## src/hw/rtl/pflc_pkg.sv

```systemverilog
// ----------------------------------------------------------------------------
// pflc_pkg
// Types, codes and constants shared by the pump fill level controller.
// ----------------------------------------------------------------------------
package pflc_pkg;

	typedef enum logic [1:0] {
		PH_STANDBY   = 2'd0,
		PH_FILLING   = 2'd1,
		PH_COUNTDOWN = 2'd2,
		PH_ALARM     = 2'd3
	} phase_t;

	typedef enum logic [1:0] {
		CAUSE_NONE  = 2'd0,
		CAUSE_ALARM = 2'd1,
		CAUSE_DONE  = 2'd2
	} cause_t;

	typedef enum logic [1:0] {
		SEL_KEEP = 2'd0,
		SEL_ZERO = 2'd1,
		SEL_LOAD = 2'd2,
		SEL_CALC = 2'd3
	} secs_sel_t;

	localparam logic [7:0]  MIN_TIMEOUT_MINUTES   = 8'd1;
	localparam logic [7:0]  MAX_TIMEOUT_MINUTES   = 8'd240;
	localparam logic [7:0]  RESET_TIMEOUT_MINUTES = 8'd5;
	localparam logic [13:0] SEC_PER_MIN           = 14'd60;
	localparam logic [23:0] MS_PER_MIN            = 24'd60000;
	localparam logic [31:0] MS_PER_SEC            = 32'd1000;
	localparam logic [13:0] SECONDS_MAX           = 14'd16383;

	// floor(x / 1000) for x < 2^24 as (x * RECIP_MULT) >> RECIP_SHIFT
	localparam int          REM_W       = 24;
	localparam int          RECIP_SHIFT = 34;
	localparam logic [24:0] RECIP_MULT  =
		25'(((64'd1 << RECIP_SHIFT) + 64'(MS_PER_SEC) - 64'd1) / 64'(MS_PER_SEC));
	localparam logic [31:0] SAT_LIMIT   = (32'(SECONDS_MAX) + 32'd1) * MS_PER_SEC;

	typedef struct packed {
		logic        pump_on;
		logic        alarm_on;
		phase_t      phase;
		cause_t      stop_cause;
		logic        pump_started;
		logic        pump_stopped;
		logic [31:0] fill_total;
		logic [31:0] alarm_total;
	} stat_t;

	typedef struct packed {
		stat_t       stat;
		secs_sel_t   secs_sel;
		logic [13:0] secs_load;
		logic [31:0] rem_bias;
	} ctrl_res_t;

	function automatic logic [7:0] clamp_minutes(input logic [7:0] mins);
		logic [7:0] m;
		begin
			m = mins;
			if (m < MIN_TIMEOUT_MINUTES) m = MIN_TIMEOUT_MINUTES;
			if (m > MAX_TIMEOUT_MINUTES) m = MAX_TIMEOUT_MINUTES;
			return m;
		end
	endfunction

	function automatic logic [13:0] topoff_sec(input logic [7:0] mins);
		return 14'(clamp_minutes(mins)) * SEC_PER_MIN;
	endfunction

	function automatic logic [23:0] topoff_ms(input logic [7:0] mins);
		return 24'(clamp_minutes(mins)) * MS_PER_MIN;
	endfunction

endpackage

```

## src/hw/rtl/pflc_tick_if.sv

```systemverilog
// ----------------------------------------------------------------------------
// pflc_tick_if
// Input channel: one tick with time and float-switch levels per item.
// ----------------------------------------------------------------------------
interface pflc_tick_if;
	logic        valid;
	logic        ready;
	logic [31:0] now_ms;
	logic        lower_wet;
	logic        upper_wet;

	modport source (output valid, output now_ms, output lower_wet, output upper_wet,
		input ready);
	modport sink (input valid, input now_ms, input lower_wet, input upper_wet,
		output ready);
endinterface

```

## src/hw/rtl/pflc_status_if.sv

```systemverilog
// ----------------------------------------------------------------------------
// pflc_status_if
// Output channel: controller status after each tick.
// ----------------------------------------------------------------------------
interface pflc_status_if;
	logic        valid;
	logic        ready;
	logic        pump_on;
	logic        alarm_on;
	logic [1:0]  phase;
	logic [13:0] remaining_seconds;
	logic [1:0]  stop_cause;
	logic        pump_started;
	logic        pump_stopped;
	logic [31:0] fill_total_out;
	logic [31:0] alarm_total_out;

	modport source (output valid, output pump_on, output alarm_on, output phase,
		output remaining_seconds, output stop_cause, output pump_started,
		output pump_stopped, output fill_total_out, output alarm_total_out,
		input ready);
	modport sink (input valid, input pump_on, input alarm_on, input phase,
		input remaining_seconds, input stop_cause, input pump_started,
		input pump_stopped, input fill_total_out, input alarm_total_out,
		output ready);
endinterface

```

## src/hw/rtl/pflc_ctrl.sv

```systemverilog
// ----------------------------------------------------------------------------
// pflc_ctrl
// Fill state machine, deadline and counters; steps once per advancing item.
// ----------------------------------------------------------------------------
module pflc_ctrl import pflc_pkg::*; (
	input  logic        clk,
	input  logic        arst_n,
	input  logic        cfg_we,
	input  logic [7:0]  cfg_wdata,
	input  logic        adv,
	input  logic [31:0] now_ms,
	input  logic        lower_wet,
	input  logic        upper_wet,
	output ctrl_res_t   res
);

	logic [13:0] clamp_sec_q;
	logic [23:0] clamp_ms_q;

	phase_t      phase_q, phase_n;
	logic        pump_q, pump_n;
	logic        alarm_q, alarm_n;
	logic [31:0] deadline_q, deadline_n;
	logic [13:0] topoff_sec_q, topoff_sec_n;
	logic [23:0] topoff_ms_q, topoff_ms_n;
	cause_t      cause_q, cause_n;
	logic [31:0] fill_total_q, fill_total_n;
	logic [31:0] alarm_total_q, alarm_total_n;

	logic        started, stopped;
	secs_sel_t   sel;
	logic [31:0] past;

	always_ff @(posedge clk or negedge arst_n) begin
		if (!arst_n) begin
			clamp_sec_q <= topoff_sec(RESET_TIMEOUT_MINUTES);
			clamp_ms_q  <= topoff_ms(RESET_TIMEOUT_MINUTES);
		end else if (cfg_we) begin
			clamp_sec_q <= topoff_sec(cfg_wdata);
			clamp_ms_q  <= topoff_ms(cfg_wdata);
		end
	end

	always_ff @(posedge clk or negedge arst_n) begin
		if (!arst_n) begin
			phase_q       <= PH_STANDBY;
			pump_q        <= 1'b0;
			alarm_q       <= 1'b0;
			deadline_q    <= '0;
			topoff_sec_q  <= '0;
			topoff_ms_q   <= '0;
			cause_q       <= CAUSE_NONE;
			fill_total_q  <= '0;
			alarm_total_q <= '0;
		end else if (adv) begin
			phase_q       <= phase_n;
			pump_q        <= pump_n;
			alarm_q       <= alarm_n;
			deadline_q    <= deadline_n;
			topoff_sec_q  <= topoff_sec_n;
			topoff_ms_q   <= topoff_ms_n;
			cause_q       <= cause_n;
			fill_total_q  <= fill_total_n;
			alarm_total_q <= alarm_total_n;
		end
	end

	assign past = now_ms - deadline_q;

	always_comb begin
		phase_n       = phase_q;
		pump_n        = pump_q;
		alarm_n       = alarm_q;
		deadline_n    = deadline_q;
		topoff_sec_n  = topoff_sec_q;
		topoff_ms_n   = topoff_ms_q;
		cause_n       = cause_q;
		fill_total_n  = fill_total_q;
		alarm_total_n = alarm_total_q;
		started       = 1'b0;
		stopped       = 1'b0;
		sel           = SEL_KEEP;

		if (alarm_q) begin
			if (!lower_wet && !upper_wet) begin
				alarm_n = 1'b0;
				phase_n = PH_STANDBY;
			end
		end else if (upper_wet) begin
			alarm_total_n = alarm_total_q + 32'd1;
			phase_n       = PH_ALARM;
			pump_n        = 1'b0;
			alarm_n       = 1'b1;
			cause_n       = CAUSE_ALARM;
			sel           = SEL_ZERO;
			topoff_sec_n  = '0;
			topoff_ms_n   = '0;
			stopped       = 1'b1;
		end else if (!pump_q) begin
			sel          = SEL_ZERO;
			deadline_n   = '0;
			topoff_sec_n = clamp_sec_q;
			topoff_ms_n  = clamp_ms_q;
			phase_n      = PH_STANDBY;
			if (lower_wet) begin
				pump_n       = 1'b1;
				cause_n      = CAUSE_NONE;
				phase_n      = PH_FILLING;
				fill_total_n = fill_total_q + 32'd1;
				started      = 1'b1;
			end
		end else if (phase_q == PH_FILLING) begin
			if (!lower_wet) begin
				if (topoff_sec_q == '0) begin
					topoff_sec_n = clamp_sec_q;
					topoff_ms_n  = clamp_ms_q;
				end
				phase_n    = PH_COUNTDOWN;
				sel        = SEL_LOAD;
				deadline_n = now_ms + 32'(topoff_ms_n);
			end
		end else if (phase_q == PH_COUNTDOWN) begin
			if (lower_wet) begin
				phase_n    = PH_FILLING;
				sel        = SEL_ZERO;
				deadline_n = '0;
			end else if (!past[31]) begin
				pump_n     = 1'b0;
				phase_n    = PH_STANDBY;
				sel        = SEL_ZERO;
				deadline_n = '0;
				cause_n    = CAUSE_DONE;
				stopped    = 1'b1;
			end else begin
				sel = SEL_CALC;
			end
		end

		res.stat.pump_on      = pump_n;
		res.stat.alarm_on     = alarm_n;
		res.stat.phase        = phase_n;
		res.stat.stop_cause   = cause_n;
		res.stat.pump_started = started;
		res.stat.pump_stopped = stopped;
		res.stat.fill_total   = fill_total_n;
		res.stat.alarm_total  = alarm_total_n;
		res.secs_sel          = sel;
		res.secs_load         = topoff_sec_n;
		res.rem_bias          = deadline_q - now_ms + (MS_PER_SEC - 32'd1);
	end

endmodule

```

## src/hw/rtl/pflc_secs.sv

```systemverilog
// ----------------------------------------------------------------------------
// pflc_secs
// Remaining top-off seconds: kept, zeroed, loaded, or a ceiling divide by 1000 with saturation.
// ----------------------------------------------------------------------------
module pflc_secs import pflc_pkg::*; (
	input  logic        clk,
	input  logic        arst_n,
	input  logic        adv,
	input  ctrl_res_t   res,
	output logic [13:0] secs_q
);

	logic [48:0] prod;
	logic [13:0] secs_n;

	assign prod = 49'(res.rem_bias[REM_W-1:0]) * 49'(RECIP_MULT);

	always_comb begin
		case (res.secs_sel)
			SEL_KEEP: secs_n = secs_q;
			SEL_ZERO: secs_n = '0;
			SEL_LOAD: secs_n = res.secs_load;
			SEL_CALC: begin
				if (res.rem_bias >= SAT_LIMIT) secs_n = SECONDS_MAX;
				else secs_n = prod[RECIP_SHIFT +: 14];
			end
			default: secs_n = secs_q;
		endcase
	end

	always_ff @(posedge clk or negedge arst_n) begin
		if (!arst_n) begin
			secs_q <= '0;
		end else if (adv) begin
			secs_q <= secs_n;
		end
	end

endmodule

```

## src/hw/rtl/pump_fill_level_controller.sv

```systemverilog
// ----------------------------------------------------------------------------
// pump_fill_level_controller
// Float-switch pump controller with top-off countdown and overflow alarm.
// ----------------------------------------------------------------------------
// Takes one tick per clock while the output is not stalled, and returns one
// status item per tick. A tick is registered into stage s1, the fill state
// machine and deadline arithmetic step as it moves on into stage s2, and the
// remaining seconds are divided out by a constant multiply as it moves into
// the output register. While a status waits, ticks are still taken until
// stages s1 and s2 are full.
// The timeout register is clamped to 1..240 minutes when written.
module pump_fill_level_controller import pflc_pkg::*; (
	input  logic          clk,
	input  logic          arst_n,
	input  logic          cfg_we,
	input  logic [7:0]    cfg_wdata,
	pflc_tick_if.sink     tick,
	pflc_status_if.source status
);

	logic        vld_s1, vld_s2, out_vld_q;
	logic [31:0] now_ms_s1;
	logic        lower_wet_s1, upper_wet_s1;
	ctrl_res_t   res, ctrl_s2;
	stat_t       out_stat_q;
	logic [13:0] secs_q;
	logic        out_adv, s2_adv, in_adv;

	assign out_adv    = vld_s2 && (!out_vld_q || status.ready);
	assign s2_adv     = vld_s1 && (!vld_s2 || out_adv);
	assign tick.ready = !vld_s1 || s2_adv;
	assign in_adv     = tick.valid && tick.ready;

	always_ff @(posedge clk or negedge arst_n) begin
		if (!arst_n) begin
			vld_s1    <= 1'b0;
			vld_s2    <= 1'b0;
			out_vld_q <= 1'b0;
		end else begin
			if (tick.ready) vld_s1 <= tick.valid;
			if (!vld_s2 || out_adv) vld_s2 <= s2_adv;
			if (!out_vld_q || status.ready) out_vld_q <= out_adv;
		end
	end

	always_ff @(posedge clk) begin
		if (in_adv) begin
			now_ms_s1    <= tick.now_ms;
			lower_wet_s1 <= tick.lower_wet;
			upper_wet_s1 <= tick.upper_wet;
		end
		if (s2_adv) ctrl_s2 <= res;
		if (out_adv) out_stat_q <= ctrl_s2.stat;
	end

	pflc_ctrl u_ctrl (
		.clk       (clk),
		.arst_n    (arst_n),
		.cfg_we    (cfg_we),
		.cfg_wdata (cfg_wdata),
		.adv       (s2_adv),
		.now_ms    (now_ms_s1),
		.lower_wet (lower_wet_s1),
		.upper_wet (upper_wet_s1),
		.res       (res)
	);

	pflc_secs u_secs (
		.clk    (clk),
		.arst_n (arst_n),
		.adv    (out_adv),
		.res    (ctrl_s2),
		.secs_q (secs_q)
	);

	assign status.valid             = out_vld_q;
	assign status.pump_on           = out_stat_q.pump_on;
	assign status.alarm_on          = out_stat_q.alarm_on;
	assign status.phase             = out_stat_q.phase;
	assign status.remaining_seconds = secs_q;
	assign status.stop_cause        = out_stat_q.stop_cause;
	assign status.pump_started      = out_stat_q.pump_started;
	assign status.pump_stopped      = out_stat_q.pump_stopped;
	assign status.fill_total_out    = out_stat_q.fill_total;
	assign status.alarm_total_out   = out_stat_q.alarm_total;

endmodule

```

## src/flat_wrapper.sv

```systemverilog
// flat-port wrapper written by rule: the top's interface ports become plain ports
module pump_fill_level_controller_flat import pflc_pkg::*;
  (clk, arst_n, cfg_we, cfg_wdata, tick_valid, tick_now_ms, tick_lower_wet, tick_upper_wet, tick_ready, status_valid, status_pump_on, status_alarm_on, status_phase, status_remaining_seconds, status_stop_cause, status_pump_started, status_pump_stopped, status_fill_total_out, status_alarm_total_out, status_ready);
  pflc_tick_if tick_i ();
  pflc_status_if status_i ();
  input  logic clk;
  input  logic arst_n;
  input  logic cfg_we;
  input  logic [7:0] cfg_wdata;
  input wire logic [$bits(tick_i.valid)-1:0] tick_valid;
  input wire logic [$bits(tick_i.now_ms)-1:0] tick_now_ms;
  input wire logic [$bits(tick_i.lower_wet)-1:0] tick_lower_wet;
  input wire logic [$bits(tick_i.upper_wet)-1:0] tick_upper_wet;
  output wire logic [$bits(tick_i.ready)-1:0] tick_ready;
  output wire logic [$bits(status_i.valid)-1:0] status_valid;
  output wire logic [$bits(status_i.pump_on)-1:0] status_pump_on;
  output wire logic [$bits(status_i.alarm_on)-1:0] status_alarm_on;
  output wire logic [$bits(status_i.phase)-1:0] status_phase;
  output wire logic [$bits(status_i.remaining_seconds)-1:0] status_remaining_seconds;
  output wire logic [$bits(status_i.stop_cause)-1:0] status_stop_cause;
  output wire logic [$bits(status_i.pump_started)-1:0] status_pump_started;
  output wire logic [$bits(status_i.pump_stopped)-1:0] status_pump_stopped;
  output wire logic [$bits(status_i.fill_total_out)-1:0] status_fill_total_out;
  output wire logic [$bits(status_i.alarm_total_out)-1:0] status_alarm_total_out;
  input wire logic [$bits(status_i.ready)-1:0] status_ready;
  assign tick_i.valid = tick_valid;
  assign tick_i.now_ms = tick_now_ms;
  assign tick_i.lower_wet = tick_lower_wet;
  assign tick_i.upper_wet = tick_upper_wet;
  assign tick_ready = tick_i.ready;
  assign status_valid = status_i.valid;
  assign status_pump_on = status_i.pump_on;
  assign status_alarm_on = status_i.alarm_on;
  assign status_phase = status_i.phase;
  assign status_remaining_seconds = status_i.remaining_seconds;
  assign status_stop_cause = status_i.stop_cause;
  assign status_pump_started = status_i.pump_started;
  assign status_pump_stopped = status_i.pump_stopped;
  assign status_fill_total_out = status_i.fill_total_out;
  assign status_alarm_total_out = status_i.alarm_total_out;
  assign status_i.ready = status_ready;
  pump_fill_level_controller u_core (.clk(clk), .arst_n(arst_n), .cfg_we(cfg_we), .cfg_wdata(cfg_wdata), .tick(tick_i), .status(status_i));
endmodule
```

## config.mk

```make
export PLATFORM = sky130hd
export DESIGN_NAME = pump_fill_level_controller_flat
export DESIGN_NICKNAME = d
export VERILOG_FILES = /design/src/hw/rtl/pflc_pkg.sv /design/src/hw/rtl/pflc_tick_if.sv /design/src/hw/rtl/pflc_status_if.sv /design/src/hw/rtl/pflc_ctrl.sv /design/src/hw/rtl/pflc_secs.sv /design/src/hw/rtl/pump_fill_level_controller.sv /design/src/flat_wrapper.sv
export SDC_FILE = /design/constraint.sdc
export NUM_CORES = 1
export LEC_CHECK = 0
export ABC_AREA = 0
export CELL_PAD_IN_SITES_DETAIL_PLACEMENT = 0
export CELL_PAD_IN_SITES_GLOBAL_PLACEMENT = 1
export CORE_ASPECT_RATIO = 0.6
export CORE_MARGIN = 5
export CORE_UTILIZATION = 40
export CTS_BUF_LIST = sky130_fd_sc_hd__clkbuf_16
export DETAILED_ROUTE_END_ITERATION = 7
export DONT_BUFFER_PORTS = 1
export GPL_TIMING_DRIVEN = 0
export PLACE_DENSITY_LB_ADDON = 0.1
export SYNTH_ARGS = -nofsm -noshare
export SYNTH_HDL_FRONTEND = slang
export SYNTH_SLANG_ARGS = --single-unit
export TNS_END_PERCENT = 20
```

## constraint.sdc

```tcl
create_clock -name clk -period 18.4 [get_ports clk]
set_clock_uncertainty 0.15 [all_clocks]
set_input_delay 2.76 -clock clk [delete_from_list [all_inputs] [get_ports clk]]
set_output_delay 2.76 -clock clk [all_outputs]
set_load 0.03 [all_outputs]
```

==> impl_metrics.ini <==
[yosys]
ys_top_cells_by_count = 541 x sky130_fd_sc_hd__inv_1, 441 x sky130_fd_sc_hd__ha_1, 226 x sky130_fd_sc_hd__edfxtp_1
postSynthCellCount = 2906
synthesis.area_um2 = 31600
synth_async_sr_flop_share_pct = 45.1
synth_seq_cells = 412
synth.area.top_cells = sky130_fd_sc_hd__edfxtp_1 21%, sky130_fd_sc_hd__ha_1 17%, sky130_fd_sc_hd__dfrtp_1 14%
netlist.top_cell.by_area = sky130_fd_sc_hd__edfxtp_1
ys.warnings.count = 0
dominantRegCellSynth = sky130_fd_sc_hd__edfxtp_1
netlist.area_leader.share_pct = 21.5
yosys.cell_count.top_type = sky130_fd_sc_hd__inv_1
yosysSeqAreaShare_pct = 36.2
synth_cell_type_count = 90
synthesis.nets = 3606
synth_edf_count = 226
postSynthAreaPerCell_um2 = 10.9

[drt]
drt_pre_antenna_iters = 5
antenna_left = 0
post-route-drc-count = 0
finalWirelength_mm = 76.5
detail_route.wl_per_cell_um = 18.9
vias = 20400
detail_route.vias_per_cell = 5.04
initialDrtViolationCount = 1200

[hold_path]
timing.hold.worst_path_depth = 0
hold_start = u_core.ctrl_s2[104]
min_path_type = register to register
whs_endpoint = u_core.status.fill_total_out[24]

[grt]
grt_pass1_vias = 20300
grt.overflow.total = 0
groute.usage.overall_pct = 17.9
grt_antenna_before_repair = 6
first_pass_grt_wire_length_mm = 120
grt_max_degree = 187

[sta]
timing.final.hold_violations = 0
fin_tns_setup_ns = 0
grt_setup_unrepaired = no
drv_slew = 0
timing.final.crit_share_pct = 41.5
setup_viol = 0
worst_slew_margin_rel_pct = 31.1
maxClockFrequency_mhz = 131
timing.final.ws_setup_ns = 10.77
fin_crit_ns = 7.63
timing_worst_slew_pin_value_ns = 1.03
whs_ns = 0.268

[cts]
clock-sinks = 412
cts_root_buffer = sky130_fd_sc_hd__clkbuf_16
clock_latency_ns = 0.58
max-clock-path-buffers = 3
cts.repair_timing.setup_buffer_count = 0
hold_buffers = 0
clk_transition_reported_paths_ns = 0.06
post_cts_resize_count = 0
numCtsBuffers = 41
cts.htree.levels = 2
cts_tree = done

[worst_setup_path]
startpoint_type = register
worst-setup-path-type = register to register
worst_setup_path_end_kind = register
regToRegSetupSlack_ns = 10.77
cp_data_arrival_time_ns = 7.96
path_max_fanout = 12
reg2reg_to = u_core.u_secs.secs_q[12]
reg2reg_from = u_core.ctrl_s2[15]
worst-r2r-cell-count = 22
crit_required_ns = 18.73

[layout]
area.growth.synth_to_final_pct = 8.72
final_layout_size_suffix_gt1_share_pct = 5.06
finalCoreUtilization_pct = 44.1
fillerInstances = 7392
nets = 3654

[place]
place.port_buffers = 0
dpl.hpwl_mm = 61.3
post-place-ws_ns = 10.75
global_placer_s_final_weighted_congestion = 0.841

[floorplanning]
fp.dieArea_um2 = 85000
core-area_um2 = 78000
fp-row-count = 79
die_y_um = 228
initial_utilization_pct = 40.6
pin_count = 135
die-width_um = 373

[job]
maxCapViolCount = 0

[outcome]
run_status = finished, final reports clean
[critical path, cell delays in order (launching register included)]
cell and delay [ns]:
sky130_fd_sc_hd__edfxtp_1 0.77, sky130_fd_sc_hd__fa_1 0.69, sky130_fd_sc_hd__inv_1 0.05, sky130_fd_sc_hd__fa_1 0.47
sky130_fd_sc_hd__inv_1 0.04, sky130_fd_sc_hd__ha_1 0.26, sky130_fd_sc_hd__inv_1 0.05, sky130_fd_sc_hd__fa_1 0.48
sky130_fd_sc_hd__fa_1 0.49, sky130_fd_sc_hd__inv_1 0.05, sky130_fd_sc_hd__fa_1 0.52, sky130_fd_sc_hd__inv_1 0.07
sky130_fd_sc_hd__fa_1 0.53, sky130_fd_sc_hd__inv_1 0.04, sky130_fd_sc_hd__ha_1 0.37, sky130_fd_sc_hd__nand3_1 0.14
sky130_fd_sc_hd__or3_1 0.37, sky130_fd_sc_hd__o221ai_1 0.51, sky130_fd_sc_hd__a31oi_1 0.37, sky130_fd_sc_hd__o31ai_1 0.54
sky130_fd_sc_hd__a221oi_1 0.22, sky130_fd_sc_hd__nand4b_1 0.20, sky130_fd_sc_hd__and3_1 0.15
[registers in the layout (all words and copies together), names as in the netlist, 10 cells and up]
signal                         count
u_core.ctrl_s2                   120
u_core.now_ms_s1                  32
u_core.status.alarm_total_out     32
u_core.status.fill_total_out      32
u_core.u_ctrl.alarm_total_q       32
u_core.u_ctrl.clamp_ms_q          19
u_core.u_ctrl.clamp_sec_q         10
u_core.u_ctrl.deadline_q          32
u_core.u_ctrl.fill_total_q        32
u_core.u_ctrl.topoff_ms_q         24
u_core.u_ctrl.topoff_sec_q        14
u_core.u_secs.secs_q              14
[layout by cell type, fill, tap and decap left out, types with 19 or more instances in the layout]
cell type                     n
sky130_fd_sc_hd__inv_1      549
sky130_fd_sc_hd__ha_1       441
sky130_fd_sc_hd__edfxtp_1   226
sky130_fd_sc_hd__fa_1       212
sky130_fd_sc_hd__dfrtp_1    176
sky130_fd_sc_hd__nand2_1    158
sky130_fd_sc_hd__xnor2_1    134
sky130_fd_sc_hd__nor2_1     117
sky130_fd_sc_hd__a21oi_1    115
sky130_fd_sc_hd__o21ai_0     75
sky130_fd_sc_hd__xor2_1      75
sky130_fd_sc_hd__nand3_1     51
sky130_fd_sc_hd__a22o_1      48
sky130_fd_sc_hd__a21o_1      44
sky130_fd_sc_hd__clkbuf_1    44
sky130_fd_sc_hd__clkbuf_16   44
sky130_fd_sc_hd__mux2_2      41
sky130_fd_sc_hd__nor3_1      31
sky130_fd_sc_hd__and3_1      30
sky130_fd_sc_hd__a22oi_1     30
sky130_fd_sc_hd__nand4_1     26
sky130_fd_sc_hd__and2_1      22
sky130_fd_sc_hd__nand2b_1    21
sky130_fd_sc_hd__o21bai_1    21
sky130_fd_sc_hd__o21a_1      19
[layout make-up]
| type | instances | area (µm²) | share of cell area [%] |
|---|---|---|---|
| clock inverter | 32 | 218 | 0.633 |
| clock buffer | 44 | 1100 | 3.20 |
| multi-input combinational | 1898 | 17900 | 52.1 |
| inverter | 542 | 2040 | 5.92 |
| antenna | 1 | 2.50 | 0.00728 |
| tap | 1053 | 1320 | 3.83 |
| timing repair buffer | 5 | 115 | 0.335 |
| sequential | 412 | 11500 | 33.3 |
| buffer | 54 | 229 | 0.666 |
[cells by family after synthesis]
logic type               count (synthesis)  share of synthesized area (%)
multiplexers                            42                           1.49
flip-flops                             412                           36.2
XOR/XNOR                               209                           5.79
buffers and inverters                  596                           7.15
AO/OA/AOI/OAI                          460                           9.92
AND/OR/NAND/NOR                        534                           8.58
adder cells (fa/ha/maj)                653                           30.9
[worst max path at each step]
stage | from | depth (start not counted) | slack (ns) | endpoint
2_1_floorplan | status_ready | 7 | 10.96 | u_core.u_ctrl.fill_total_q[10]
3_3_place_gp | status_ready | 7 | 8.65 | u_core.u_ctrl.fill_total_q[28]
3_5_place_dp | u_core.ctrl_s2[20] | 21 | 10.75 | u_core.u_secs.secs_q[11]
4_1_cts | u_core.ctrl_s2[20] | 21 | 10.74 | u_core.u_secs.secs_q[11]
5_1_grt | u_core.ctrl_s2[5] | 22 | 10.45 | u_core.u_secs.secs_q[12]
6_report | u_core.ctrl_s2[15] | 22 | 10.77 | u_core.u_secs.secs_q[12]
[routing by layer]
metal / vias up / wire length (µm) / GRT usage [%]
met3: 59 / 4450 / 3.99
met5: - / 11 / 0
met1: 10000 / 42300 / 30.0
met4: 2 / 1030 / 2.77
li1: 9927 / - / -
met2: 395 / 28700 / 23.2
[through the flow]
stage | cells | instance area (µm²)
finish | 4041 | 34400
floorplan | 2906 | 31600
global route | 4040 | 34400
detailed placement | 3964 | 33100
global placement | 3959 | 32900
CTS | 4040 | 34400
Power is not shown: default switching activity piles up to over one toggle a cycle in this logic, so the estimate is an artifact.
